==> src/rtl/rgb_gradient_edge_threshold_macros.svh <==
// ----------------------------------------------------------------------------
// rgb gradient edge threshold assertion macros
// Concurrent assertion helpers shared by the rtl files; empty in synthesis.
// ----------------------------------------------------------------------------
`ifndef RGB_GRADIENT_EDGE_THRESHOLD_MACROS_SVH
`define RGB_GRADIENT_EDGE_THRESHOLD_MACROS_SVH

`ifndef SYNTHESIS
// property holds at every edge out of reset
`define RGBE_ASSERT(name, clk, rst_n, prop) \
    name: assert property (@(posedge clk) disable iff (!rst_n) (prop)) \
        else $error("rgbe assertion failed");
// consequent holds in the cycle after the antecedent
`define RGBE_ASSERT_NEXT(name, clk, rst_n, ante, cons) \
    name: assert property (@(posedge clk) disable iff (!rst_n) (ante) |=> (cons)) \
        else $error("rgbe assertion failed");
`else
`define RGBE_ASSERT(name, clk, rst_n, prop)
`define RGBE_ASSERT_NEXT(name, clk, rst_n, ante, cons)
`endif

`endif

==> src/rtl/rgbe_pkg.sv <==
// ----------------------------------------------------------------------------
// rgbe_pkg
// Shared types, constants and channel compare helpers for the edge detector.
// ----------------------------------------------------------------------------
`default_nettype none

package rgbe_pkg;

    localparam int CHAN_W     = 8;
    localparam int COORD_W    = 10;
    localparam int THR_W      = 9;
    localparam int DIM_CFG_W  = 11;
    localparam int CFG_IDX_W  = 2;
    localparam int CFG_DATA_W = 11;
    localparam int MIN_DIM    = 3;

    localparam int QUEUE_DEPTH = 4;
    localparam int QPTR_W      = 2;

    localparam logic [CFG_IDX_W-1:0] REG_THRESHOLD = 2'd0;
    localparam logic [CFG_IDX_W-1:0] REG_WIDTH     = 2'd1;
    localparam logic [CFG_IDX_W-1:0] REG_HEIGHT    = 2'd2;

    localparam logic [THR_W-1:0]     THRESHOLD_RESET = 9'd20;
    localparam logic [DIM_CFG_W-1:0] DIM_RESET       = 11'd500;

    typedef struct packed {
        logic [CHAN_W-1:0] red;
        logic [CHAN_W-1:0] green;
        logic [CHAN_W-1:0] blue;
        logic              frame_start;
    } pixel_beat_t;

    typedef struct packed {
        logic               edge_res;
        logic [COORD_W-1:0] out_col;
        logic [COORD_W-1:0] out_row;
    } result_beat_t;

    typedef struct packed {
        logic [CHAN_W-1:0] red;
        logic [CHAN_W-1:0] green;
        logic [CHAN_W-1:0] blue;
    } rgb_t;

    // work item handed from the front end to the back end
    typedef struct packed {
        rgb_t               pix;
        logic [COORD_W-1:0] col;
        logic [COORD_W-1:0] row;
        logic               emit;
    } job_t;

    // twice the absolute difference against a half-unit threshold
    function automatic logic chan_exceeds(
        input logic [CHAN_W-1:0] a,
        input logic [CHAN_W-1:0] b,
        input logic [THR_W-1:0]  thr
    );
        logic [CHAN_W-1:0] d;
        begin
            d = (a > b) ? (a - b) : (b - a);
            return {d, 1'b0} > thr;
        end
    endfunction

    function automatic logic pair_exceeds(
        input rgb_t             a,
        input rgb_t             b,
        input logic [THR_W-1:0] thr
    );
        begin
            return chan_exceeds(a.red, b.red, thr)
                || chan_exceeds(a.green, b.green, thr)
                || chan_exceeds(a.blue, b.blue, thr);
        end
    endfunction

endpackage

`default_nettype wire

==> src/rtl/rgbe_queue.sv <==
// ----------------------------------------------------------------------------
// rgbe_queue
// Short job queue between the front end and the back end.
// ----------------------------------------------------------------------------
`default_nettype none
`include "rgb_gradient_edge_threshold_macros.svh"

module rgbe_queue #(
    parameter int AW = 10
) (
    input  wire              clk,
    input  wire              rst_n,
    input  wire              push,
    input  rgbe_pkg::job_t   push_job,
    input  wire [AW-1:0]     push_addr,
    output logic             push_ready,
    output logic             pop_valid,
    output rgbe_pkg::job_t   pop_job,
    output logic [AW-1:0]    pop_addr,
    input  wire              pop
);
    import rgbe_pkg::*;

    localparam logic [QPTR_W:0] FULL_COUNT = (QPTR_W+1)'(QUEUE_DEPTH);

    job_t          job_store [QUEUE_DEPTH];
    logic [AW-1:0] addr_store [QUEUE_DEPTH];

    logic [QPTR_W-1:0] wr_ptr_reg, wr_ptr_next;
    logic [QPTR_W-1:0] rd_ptr_reg, rd_ptr_next;
    logic [QPTR_W:0]   count_reg, count_next;
    logic              do_push, do_pop;

    always_comb
    begin
        push_ready = count_reg != FULL_COUNT;
        pop_valid  = count_reg != '0;
        pop_job    = job_store[rd_ptr_reg];
        pop_addr   = addr_store[rd_ptr_reg];
        do_push    = push && push_ready;
        do_pop     = pop && pop_valid;

        wr_ptr_next = do_push ? wr_ptr_reg + QPTR_W'(1) : wr_ptr_reg;
        rd_ptr_next = do_pop ? rd_ptr_reg + QPTR_W'(1) : rd_ptr_reg;
        count_next  = count_reg;
        if (do_push && !do_pop)
        begin
            count_next = count_reg + (QPTR_W+1)'(1);
        end
        else if (do_pop && !do_push)
        begin
            count_next = count_reg - (QPTR_W+1)'(1);
        end
    end

    always_ff @(posedge clk)
    begin
        if (do_push)
        begin
            job_store[wr_ptr_reg]  <= push_job;
            addr_store[wr_ptr_reg] <= push_addr;
        end
    end

    always_ff @(posedge clk or negedge rst_n)
    begin
        if (!rst_n)
        begin
            wr_ptr_reg <= '0;
            rd_ptr_reg <= '0;
            count_reg  <= '0;
        end
        else
        begin
            wr_ptr_reg <= wr_ptr_next;
            rd_ptr_reg <= rd_ptr_next;
            count_reg  <= count_next;
        end
    end

    `RGBE_ASSERT(a_count_bound, clk, rst_n, count_reg <= FULL_COUNT)
    `RGBE_ASSERT_NEXT(a_count_step, clk, rst_n, do_push && !do_pop, count_reg == $past(count_reg) + (QPTR_W+1)'(1))

endmodule

`default_nettype wire

==> config.mk <==
export PLATFORM = sky130hd
export DESIGN_NAME = rgbe_queue
export DESIGN_NICKNAME = d
export VERILOG_FILES = /design/src/rtl/rgbe_pkg.sv /design/src/rtl/rgbe_queue.sv
export VERILOG_INCLUDE_DIRS = /design/src /design/src/rtl
export SDC_FILE = /design/constraint.sdc
export NUM_CORES = 1
export LEC_CHECK = 0
export BUFFER_PORTS_ARGS = -buffer_cell sky130_fd_sc_hd__buf_4
export CORE_ASPECT_RATIO = 1.75
export CORE_MARGIN = 8
export CORE_UTILIZATION = 55
export CTS_CLUSTER_DIAMETER = 30
export DETAILED_ROUTE_END_ITERATION = 6
export GPL_ROUTABILITY_DRIVEN = 0
export PLACE_DENSITY = 0.77
export REMOVE_ABC_BUFFERS = 1
export SKIP_CTS_REPAIR_TIMING = 1
export SYNTH_ARGS = -nofsm -noshare
export SYNTH_HDL_FRONTEND = slang
export SYNTH_SLANG_ARGS = --single-unit
==> constraint.sdc <==
create_clock -name clk -period 5 [get_ports clk]
set_input_delay 0.75 -clock clk [delete_from_list [all_inputs] [get_ports clk]]
set_output_delay 0.75 -clock clk [all_outputs]
set_load 0.01 [all_outputs]
==> impl_metrics.toml <==
[clock_network]
cts.sinks = 227
clk_pin_slew_ns = 0.06
cts-buffers-inserted = 24
cts_buffer_depth = 3
cts_tree = "built"
cts-root-buf = "clkbuf_16"
cts.htree.levels = 1
clock_latency_ns = 0.50

[logic_synthesis]
ys_warn_count = 0
yosys.area_share.simple_pct = 0.615
syn-cell-area_um2 = 8340
netlist_top_cells_count = "edfxtp_1, mux4_2, dfrtp_1"
synthAdderAreaFrac_pct = 0.990
synth_top_area_share_pct = 79.2
ys_seq_area_share_pct = 81.3
yosysTopAreaCell = "edfxtp_1"
synthFlopType = "edfxtp_1"
synth-seq-cells = 227
yosys.area_share.xor_xnor_pct = 0.630
async_reset_ff_share_pct = 3.08
synth_top_family_by_area = "multiplexers"
yosys-top-cells-area = "edfxtp_1, mux4_2, dfrtp_1"
muxShareOfSynthArea_pct = 15.1
synth_most_common_cell = "edfxtp_1"
synth_cell_types = 19
syn_avg_cell_area_um2 = 25.9
synth_edf_count = 220
synth-compound-area-share_pct = 0.135
syn_inst = 322

[place]
place.detailed.hpwl_um = 9370
port_buffers = 115

[power_and_ir_drop]
p_seq_share_pct = 44.2
power_density_nw_per_um2 = 611
switchingPower_mw = 1.74
p_leak_nw = 3.54
finalPower_mw = 6.25
p_sw_share_pct = 27.9
p_clk_share_pct = 28.2
ir_drop_v = 0.000583
p_comb_share_pct = 27.5
p_int_mw = 4.50

[flow_run]
cap_violations = 0

[grt]
grt_pass1_wl_um = 22700
grt_pass1_vias = 4140
antenna_found_initial = 0
grt_max_degree = 38
grt_overflow = 0
grt_use_total_pct = 15.6

[timing]
rsz0062_at_grt = "false"
finClkSkew_ns = 0.0117
hold_viol = 0
timing.final.crit_share_pct = 68.1
tightestPinTransition_ns = 0.958
setup_viol = 0
relSlewSlack_pct = 36.1
fin_crit_ns = 3.40
setup_tns_ns = 0
whs_ns = 0.0547
maxSlewViolCount = 0
max_freq_mhz = 294

[drt]
vias = 3671
drc = 0
drt.antenna.violating_nets = 0
viasPerCell = 5.59
drtIter0Drc = 133
drtPass1Iterations = 4
routedWlPerCell_um = 22.6
finalWirelength_um = 14800

[die]
die_w_um = 109
core_um2 = 14800
num_io_pins = 116
start_util_pct = 56.2
chipHeight_um = 179
fp-row-count = 59
dieArea_um2 = 19500

[finish]
antennaDiodeCount = 0
fillers = 915
multiInputGateArea_um2 = 1460
nets = 522
area_growth_pct = 22.5
largest_register_ff_count = 180
layout-drive-gt1-share_pct = 47.0
seq_area_um2 = 6790

[worst_hold_path]
hold_class = "input port to async pin"

[critical_path]
end_kind = "primary output"
path_class = "register to primary output"
cp.required_ns = 4.25
crit_path_max_fanout = 37
crit_arrival_ns = 2.65
setup.worst_path.start_class = "register"

[status]
status = "finished clean"
[cells by family (layout without fill, tap and decap cells)]
family,after synthesis,count (layout)
buffers and inverters,15,167
muxes,57,57
xor gates and xnor gates,6,6
AOI/OAI and AO/OA,1,1
and+or+nand+nor,10,10
adders and majority gates,6,6
DFF,227,227
[per-stage QoR]
| step | setup WS [ns] | std cells | cell area, um^2 | util (%) |
|---|---|---|---|---|
| after detailed placement | 2.01 | 614 | 9400 | 63.3 |
| final | 1.60 | 657 | 10200 | 68.8 |
| after global placement | 2.01 | 614 | 9400 | 63.3 |
| after global routing | 1.37 | 657 | 10200 | 68.8 |
| after CTS | 1.48 | 657 | 10200 | 68.8 |
| after floorplan | 1.30 | 310 | 8250 | - |
[path summary, 6_finish.rpt]
kind	startpoint	endpoint	cells past startpoint	slack, ns
worst max-delay path	rd_ptr_reg[0]	pop_addr[0]	3	1.60
worst min register to register	count_reg[2]	count_reg[2]	1	0.54
worst min-delay path	rst_n	count_reg[2]	1	0.05
max in group asynchronous	rst_n	rd_ptr_reg[0]	1	4.81
min in group clk	push_job[33]	job_store[1][33]	1	0.44
worst max register to register	count_reg[0]	job_store[1][44]	4	2.51
[layout make-up]
cell class / count / share of cell area (%)
clock buffers: 30 / 6.31
clock inverters: 13 / 1.68
inverters: 3 / 0.110
multi-input cells: 80 / 14.3
flip-flops and latches: 227 / 66.4
well taps: 183 / 2.24
repair buffers: 121 / 8.89
[worst max-delay path: stages, from the launching register on]
cell,delay [ns]
dfrtp_4,0.89
buf_4,0.50
mux4_2,0.58
buf_4,0.16
[layout by cell type, fill, tap and decap left out]
| cell | instances |
|---|---|
| clkbuf_16 | 25 |
| nor2_1 | 2 |
| dfrtp_1 | 5 |
| ha_1 | 5 |
| xnor2_1 | 4 |
| clkinv_8 | 2 |
| clkinv_2 | 1 |
| bufinv_16 | 2 |
| xor2_1 | 2 |
| nand3_1 | 1 |
| and2_2 | 4 |
| clkinvlp_4 | 1 |
| dfrtp_2 | 1 |
| or3_1 | 1 |
| inv_1 | 3 |
| fa_1 | 1 |
| mux2_2 | 2 |
| nand2_1 | 2 |
| dfrtp_4 | 1 |
| a21boi_2 | 1 |
| edfxtp_1 | 220 |
| clkinv_4 | 2 |
| inv_8 | 2 |
| buf_4 | 121 |
| clkbuf_1 | 5 |
| mux4_2 | 55 |
| inv_6 | 3 |
[layer usage]
layer  part of all wire [%]  GRT usage, %  wire, um  up-vias
met5                      0             0         0        -
met1                     36          18.0      5360     1899
met4                    2.8          6.31       422        0
li1                       -             -         -     1642
met3                    6.2          3.46       920       33
met2                     55          27.2      8110       97
[power by group through the flow]
stage / sequential (mW) / combinational (mW) / clock (mW)
2_1_floorplan: 2.79 / 0.972 / 0
3_3_place_gp: 2.79 / 1.74 / 0
3_5_place_dp: 2.82 / 1.76 / 0
4_1_cts: 2.78 / 1.78 / 1.80
5_1_grt: 2.82 / 1.84 / 1.86
6_report: 2.76 / 1.72 / 1.76
Power figures use the tool's default switching activity.
