`config.mk`:
```
export PLATFORM = sky130hd
export DESIGN_NAME = rgbe_front
export DESIGN_NICKNAME = d
export VERILOG_FILES = /design/src/rtl/rgbe_pkg.sv /design/src/rtl/rgbe_front.sv
export VERILOG_INCLUDE_DIRS = /design/src /design/src/rtl
export SDC_FILE = /design/constraint.sdc
export NUM_CORES = 1
export LEC_CHECK = 0
export BUFFER_PORTS_ARGS = -buffer_cell sky130_fd_sc_hd__buf_2
export CORE_MARGIN = 2
export CORE_UTILIZATION = 46
export CTS_BUF_LIST = sky130_fd_sc_hd__clkbuf_8 sky130_fd_sc_hd__clkbuf_16
export DETAILED_ROUTE_END_ITERATION = 12
export PLACE_DENSITY = 0.79
export SYNTH_ARGS = -nofsm -noshare
export SYNTH_HDL_FRONTEND = slang
export SYNTH_SLANG_ARGS = --single-unit
```
`constraint.sdc`:
```
create_clock -name clk -period 7.75 [get_ports clk]
set_input_delay 2.325 -clock clk [delete_from_list [all_inputs] [get_ports clk]]
set_output_delay 2.325 -clock clk [all_outputs]
set_load 0.02 [all_outputs]
```
`src/rtl/rgb_gradient_edge_threshold_macros.svh`:
```
// ----------------------------------------------------------------------------
// rgb gradient edge threshold assertion macros
// Concurrent assertion helpers shared by the rtl files; empty in synthesis.
// ----------------------------------------------------------------------------
`ifndef RGB_GRADIENT_EDGE_THRESHOLD_MACROS_SVH
`define RGB_GRADIENT_EDGE_THRESHOLD_MACROS_SVH

`ifndef SYNTHESIS
// property holds at every edge out of reset
`define RGBE_ASSERT(name, clk, rst_n, prop) \
    name: assert property (@(posedge clk) disable iff (!rst_n) (prop)) \
        else $error("rgbe assertion failed");
// consequent holds in the cycle after the antecedent
`define RGBE_ASSERT_NEXT(name, clk, rst_n, ante, cons) \
    name: assert property (@(posedge clk) disable iff (!rst_n) (ante) |=> (cons)) \
        else $error("rgbe assertion failed");
`else
`define RGBE_ASSERT(name, clk, rst_n, prop)
`define RGBE_ASSERT_NEXT(name, clk, rst_n, ante, cons)
`endif

`endif

```
`src/rtl/rgbe_pkg.sv`:
```
// ----------------------------------------------------------------------------
// rgbe_pkg
// Shared types, constants and channel compare helpers for the edge detector.
// ----------------------------------------------------------------------------
`default_nettype none

package rgbe_pkg;

    localparam int CHAN_W     = 8;
    localparam int COORD_W    = 10;
    localparam int THR_W      = 9;
    localparam int DIM_CFG_W  = 11;
    localparam int CFG_IDX_W  = 2;
    localparam int CFG_DATA_W = 11;
    localparam int MIN_DIM    = 3;

    localparam int QUEUE_DEPTH = 4;
    localparam int QPTR_W      = 2;

    localparam logic [CFG_IDX_W-1:0] REG_THRESHOLD = 2'd0;
    localparam logic [CFG_IDX_W-1:0] REG_WIDTH     = 2'd1;
    localparam logic [CFG_IDX_W-1:0] REG_HEIGHT    = 2'd2;

    localparam logic [THR_W-1:0]     THRESHOLD_RESET = 9'd20;
    localparam logic [DIM_CFG_W-1:0] DIM_RESET       = 11'd500;

    typedef struct packed {
        logic [CHAN_W-1:0] red;
        logic [CHAN_W-1:0] green;
        logic [CHAN_W-1:0] blue;
        logic              frame_start;
    } pixel_beat_t;

    typedef struct packed {
        logic               edge_res;
        logic [COORD_W-1:0] out_col;
        logic [COORD_W-1:0] out_row;
    } result_beat_t;

    typedef struct packed {
        logic [CHAN_W-1:0] red;
        logic [CHAN_W-1:0] green;
        logic [CHAN_W-1:0] blue;
    } rgb_t;

    // work item handed from the front end to the back end
    typedef struct packed {
        rgb_t               pix;
        logic [COORD_W-1:0] col;
        logic [COORD_W-1:0] row;
        logic               emit;
    } job_t;

    // twice the absolute difference against a half-unit threshold
    function automatic logic chan_exceeds(
        input logic [CHAN_W-1:0] a,
        input logic [CHAN_W-1:0] b,
        input logic [THR_W-1:0]  thr
    );
        logic [CHAN_W-1:0] d;
        begin
            d = (a > b) ? (a - b) : (b - a);
            return {d, 1'b0} > thr;
        end
    endfunction

    function automatic logic pair_exceeds(
        input rgb_t             a,
        input rgb_t             b,
        input logic [THR_W-1:0] thr
    );
        begin
            return chan_exceeds(a.red, b.red, thr)
                || chan_exceeds(a.green, b.green, thr)
                || chan_exceeds(a.blue, b.blue, thr);
        end
    endfunction

endpackage

`default_nettype wire

```
`src/rtl/rgbe_front.sv`:
```
// ----------------------------------------------------------------------------
// rgbe_front
// Accepts pixel beats, tracks raster position and marks interior pixels.
// ----------------------------------------------------------------------------
`default_nettype none
`include "rgb_gradient_edge_threshold_macros.svh"

module rgbe_front #(
    parameter int MAX_WIDTH  = 1024,
    parameter int MAX_HEIGHT = 1024
) (
    input  wire                               clk,
    input  wire                               rst_n,
    input  wire                               pixel_valid,
    output logic                              pixel_ready,
    input  rgbe_pkg::pixel_beat_t             pixel,
    input  wire [rgbe_pkg::DIM_CFG_W-1:0]     image_width,
    input  wire [rgbe_pkg::DIM_CFG_W-1:0]     image_height,
    output logic                              push,
    output rgbe_pkg::job_t                    job,
    output logic [$clog2(MAX_WIDTH)-1:0]      job_addr,
    input  wire                               queue_ready
);
    import rgbe_pkg::*;

    localparam int CW     = $clog2(MAX_WIDTH);
    localparam int RW     = $clog2(MAX_HEIGHT);
    localparam int BASE_W = (CW > RW) ? CW : RW;
    localparam int DW     = ((BASE_W > DIM_CFG_W) ? BASE_W : DIM_CFG_W) + 2;

    localparam logic [DW-1:0] MAX_W_D = DW'(MAX_WIDTH);
    localparam logic [DW-1:0] MAX_H_D = DW'(MAX_HEIGHT);
    localparam logic [DW-1:0] MIN_D   = DW'(MIN_DIM);

    logic [CW-1:0] col_reg, col_next;
    logic [RW-1:0] row_reg, row_next;

    logic [DW-1:0] w_raw, h_raw, w_eff, h_eff;
    logic [CW-1:0] x_cur;
    logic [RW-1:0] y_cur;
    logic [DW-1:0] xd, yd, col_inc, row_inc, row_m1;
    logic          interior, col_wrap, row_wrap, fire;

    always_comb
    begin
        w_raw = DW'(image_width);
        h_raw = DW'(image_height);
        w_eff = (w_raw < MIN_D) ? MIN_D : ((w_raw > MAX_W_D) ? MAX_W_D : w_raw);
        h_eff = (h_raw < MIN_D) ? MIN_D : ((h_raw > MAX_H_D) ? MAX_H_D : h_raw);

        // frame start puts this beat at the origin
        x_cur = pixel.frame_start ? '0 : col_reg;
        y_cur = pixel.frame_start ? '0 : row_reg;
        xd    = DW'(x_cur);
        yd    = DW'(y_cur);

        interior = (xd >= DW'(1)) && (xd + DW'(2) <= w_eff)
                && (yd >= DW'(2)) && (yd + DW'(1) <= h_eff);

        col_inc  = xd + DW'(1);
        row_inc  = yd + DW'(1);
        row_m1   = yd - DW'(1);
        col_wrap = col_inc >= w_eff;
        row_wrap = row_inc >= h_eff;

        fire        = pixel_valid && queue_ready;
        pixel_ready = queue_ready;
        push        = fire;

        job.pix.red   = pixel.red;
        job.pix.green = pixel.green;
        job.pix.blue  = pixel.blue;
        job.col       = xd[COORD_W-1:0];
        job.row       = row_m1[COORD_W-1:0];
        job.emit      = interior;
        job_addr      = x_cur;

        col_next = col_reg;
        row_next = row_reg;
        if (fire)
        begin
            if (col_wrap)
            begin
                col_next = '0;
                row_next = row_wrap ? '0 : row_inc[RW-1:0];
            end
            else
            begin
                col_next = col_inc[CW-1:0];
                row_next = y_cur;
            end
        end
    end

    always_ff @(posedge clk or negedge rst_n)
    begin
        if (!rst_n)
        begin
            col_reg <= '0;
            row_reg <= '0;
        end
        else
        begin
            col_reg <= col_next;
            row_reg <= row_next;
        end
    end

    `RGBE_ASSERT_NEXT(a_frame_start_col, clk, rst_n, fire && pixel.frame_start, col_reg == CW'(1))

endmodule

`default_nettype wire

```
==> qor.yml <==
status: "complete, no violations"
n_antenna_cell: 0
grt_pass1_wl_um: 11400
crit_arrival_ns: 5.18
slew_violations: 0
syn-num-nets: 457
synthArstFlopShare_pct: 100
fin_cells: 461
cts_max_level: 1
seqCellArea_um2: 500
setup_viol: 0
coreArea_um2: 5960
dr.pass1.iters: 5
fin_hold_ws_ns: 0.511
setup_total_negative_slack_ns: 0
start_kind: "input port"
hold_path.class: "register to register"
synth_area_per_cell_um2: 7.78
grt_max_degree: 21
drc: 0
reg2reg_setup_slack_ns: 4.07
syn_area_um2: 2850
wl_um: 7140
cts_tree: "built"
fin_crit_sh_pct: 96.9
cts_sinks: 20
gr-total-overflow: 0
ys_types: 47
placed_area_um2: 2940
multi_input_area_um2: 1960
synth_simple_gate_area_share_pct: 25.6
cts_buffers: 3
netlist.area_leader.share_pct: 17.6
syn_inst: 366
grt_pass1_vias: 2399
power_density_nw_per_um2: 95.9
slew_headroom_pct: 58.4
synth_area_leader_cell: "dfrtp_1"
synth_mux_area_share_pct: 0
num_rows: 28
via_count: 2690
io_pins: 108
cts-root-buf: "clkbuf_8"
synth_compound_area_share_pct: 18.0
cpPeakStageDelay_ns: 0.31
gp_congestion: 0.922
crit_path_end_kind: "output pin"
antenna_found_initial: 0
antenna_left: 0
synth_common_cells: "44 x nand2_1, 40 x buf_4, 40 x ha_1, 24 x nor2_1, 22 x a21oi_1"
hpwl_um: 5690
ys.flop_type: "dfrtp_1"
path_cells: "buf_2, and2b_4, ha_2, nand2_1, nor2_4, and3_4, nor2b_1, o21bai_1, ha_1, nand3_1, nor2_1, o31a_1, nor2_1, a21oi_1, a211oi_1, buf_2"
rsz0062_at_grt: "no"
synth-edff-count: 0
criticalPathCategory: "input port to output pin"
ys_top_cells_by_area: "dfrtp_1 18%, ha_1 18%, buf_4 11%"
ir_drop_mv: 0.0559
yosys.area_share.adder_pct: 17.6
ys_seq_elements: 20
dp.cells: 457
routedWlPerCell_um: 15.5
design_area_um2: 2990
nets: 479
fmax_ghz: 0.133
finalClockSkew_ns: 0.00610
maxCapViolations: 0
drt-initial-drc-count: 299
final_core_util_pct: 50.3
hold_viol: 0
area_growth_pct: 5.05
drive_gt1_share_pct: 20.5
leakage_nw: 1.49
slowest_stage: "and2b_4"
initial_utilization_pct: 47.8
clkSlewWorstSetupHoldPaths_ns: 0.08
synth_top_family_by_area: "simple AND/OR/NAND/NOR gates"
cp_data_required_time_ns: 5.43
grtUsageTotal_pct: 21.3
cp_max_fo: 11
fp.dieW_um: 82.7
viasPerCell: 5.84
yosys_warnings: 0
seq_area_frac_synth_pct: 17.6
fin_crit_ns: 7.51
fillers: 596
die_area_um2: 6840
synth-xor-area-share_pct: 7.38
portBuffers: 59
dieHeight_um: 82.7
clk-insertion-delay-late_ns: 0.27
worst_pin_slew_ns: 0.623
synth.most_common_cell: "nand2_1"
ctsLongestPathBuffers: 2
-- routing by layer --
metal	part of all wire, %	vias up	track usage, %	routed length (µm)
li1	-	1310	-	-
met1	46	1237	31.0	3310
met2	45	127	32.5	3190
met3	7.3	16	2.17	522
met4	1.8	0	7.70	126
met5	0	-	0	0
-- worst max-delay path, delay by kind of cell --
family | cells | cell delay (ns)
AND/OR/NAND/NOR | 8 | 1.25
adder cells (fa/ha/maj) | 2 | 0.49
buffers and inverters | 2 | 0.37
AO/OA/AOI/OAI | 4 | 0.74
-- cell families (layout without fill, tap and decap cells) --
family	Yosys count	after routing
and+or+nand+nor	141	141
AOI/OAI and AO/OA	78	78
buffers and inverters	63	83
adders and majority gates	40	40
xor gates and xnor gates	24	24
DFF	20	20
-- final cells by class --
type                    count  share of cell area, %
inverters                  14                   1.76
well taps                  75                   3.14
multi-input cells         283                   65.4
repair buffers             66                   11.6
clock buffers               3                   1.38
flip-flops and latches     20                   16.7
-- layout by cell type, fill, tap and decap left out, types with 8 or more instances in the layout --
| master | n |
|---|---|
| nand3_1 | 11 |
| nor2_1 | 23 |
| nor2b_1 | 13 |
| xor2_1 | 11 |
| ha_1 | 39 |
| inv_1 | 11 |
| nand4_1 | 9 |
| nor4_1 | 8 |
| dfrtp_1 | 20 |
| o21ai_0 | 20 |
| xnor2_1 | 13 |
| a22o_1 | 11 |
| buf_2 | 59 |
| a21oi_1 | 22 |
| nand2_1 | 44 |
-- power breakdown --
| part | total [mW] | switching, mW | internal [mW] |
|---|---|---|---|
| Clock | 0.0711 | 0.0363 | 0.0348 |
| Combinational | 0.103 | 0.0637 | 0.0392 |
| Sequential | 0.113 | 0.00522 | 0.108 |
-- per-stage QoR --
step,total power [mW],setup slack (ns)
3_5_place_dp,0.217,0.205
2_1_floorplan,0.203,0.136
5_1_grt,0.303,0.0307
3_3_place_gp,0.213,0.256
6_report,0.287,0.243
4_1_cts,0.285,0.179
-- timing repair --
action	in CTS	in global routing
setup endpoints to repair	0	1
hold buffers	0	0
setup buffers	0	1
gates resized for setup	0	2
-- path summary, 6_finish.rpt --
check / start / end / cells past startpoint
worst max-delay path: pixel[0] / job[0] / 16
worst max register to register: row_reg[1] / row_reg[6] / 15
max in group asynchronous: rst_n / col_reg[6] / 1
min in group asynchronous: rst_n / row_reg[5] / 1
worst min-delay path: col_reg[1] / col_reg[1] / 2
worst min register to register: col_reg[1] / col_reg[1] / 2
(Power assumes the default switching activity.)
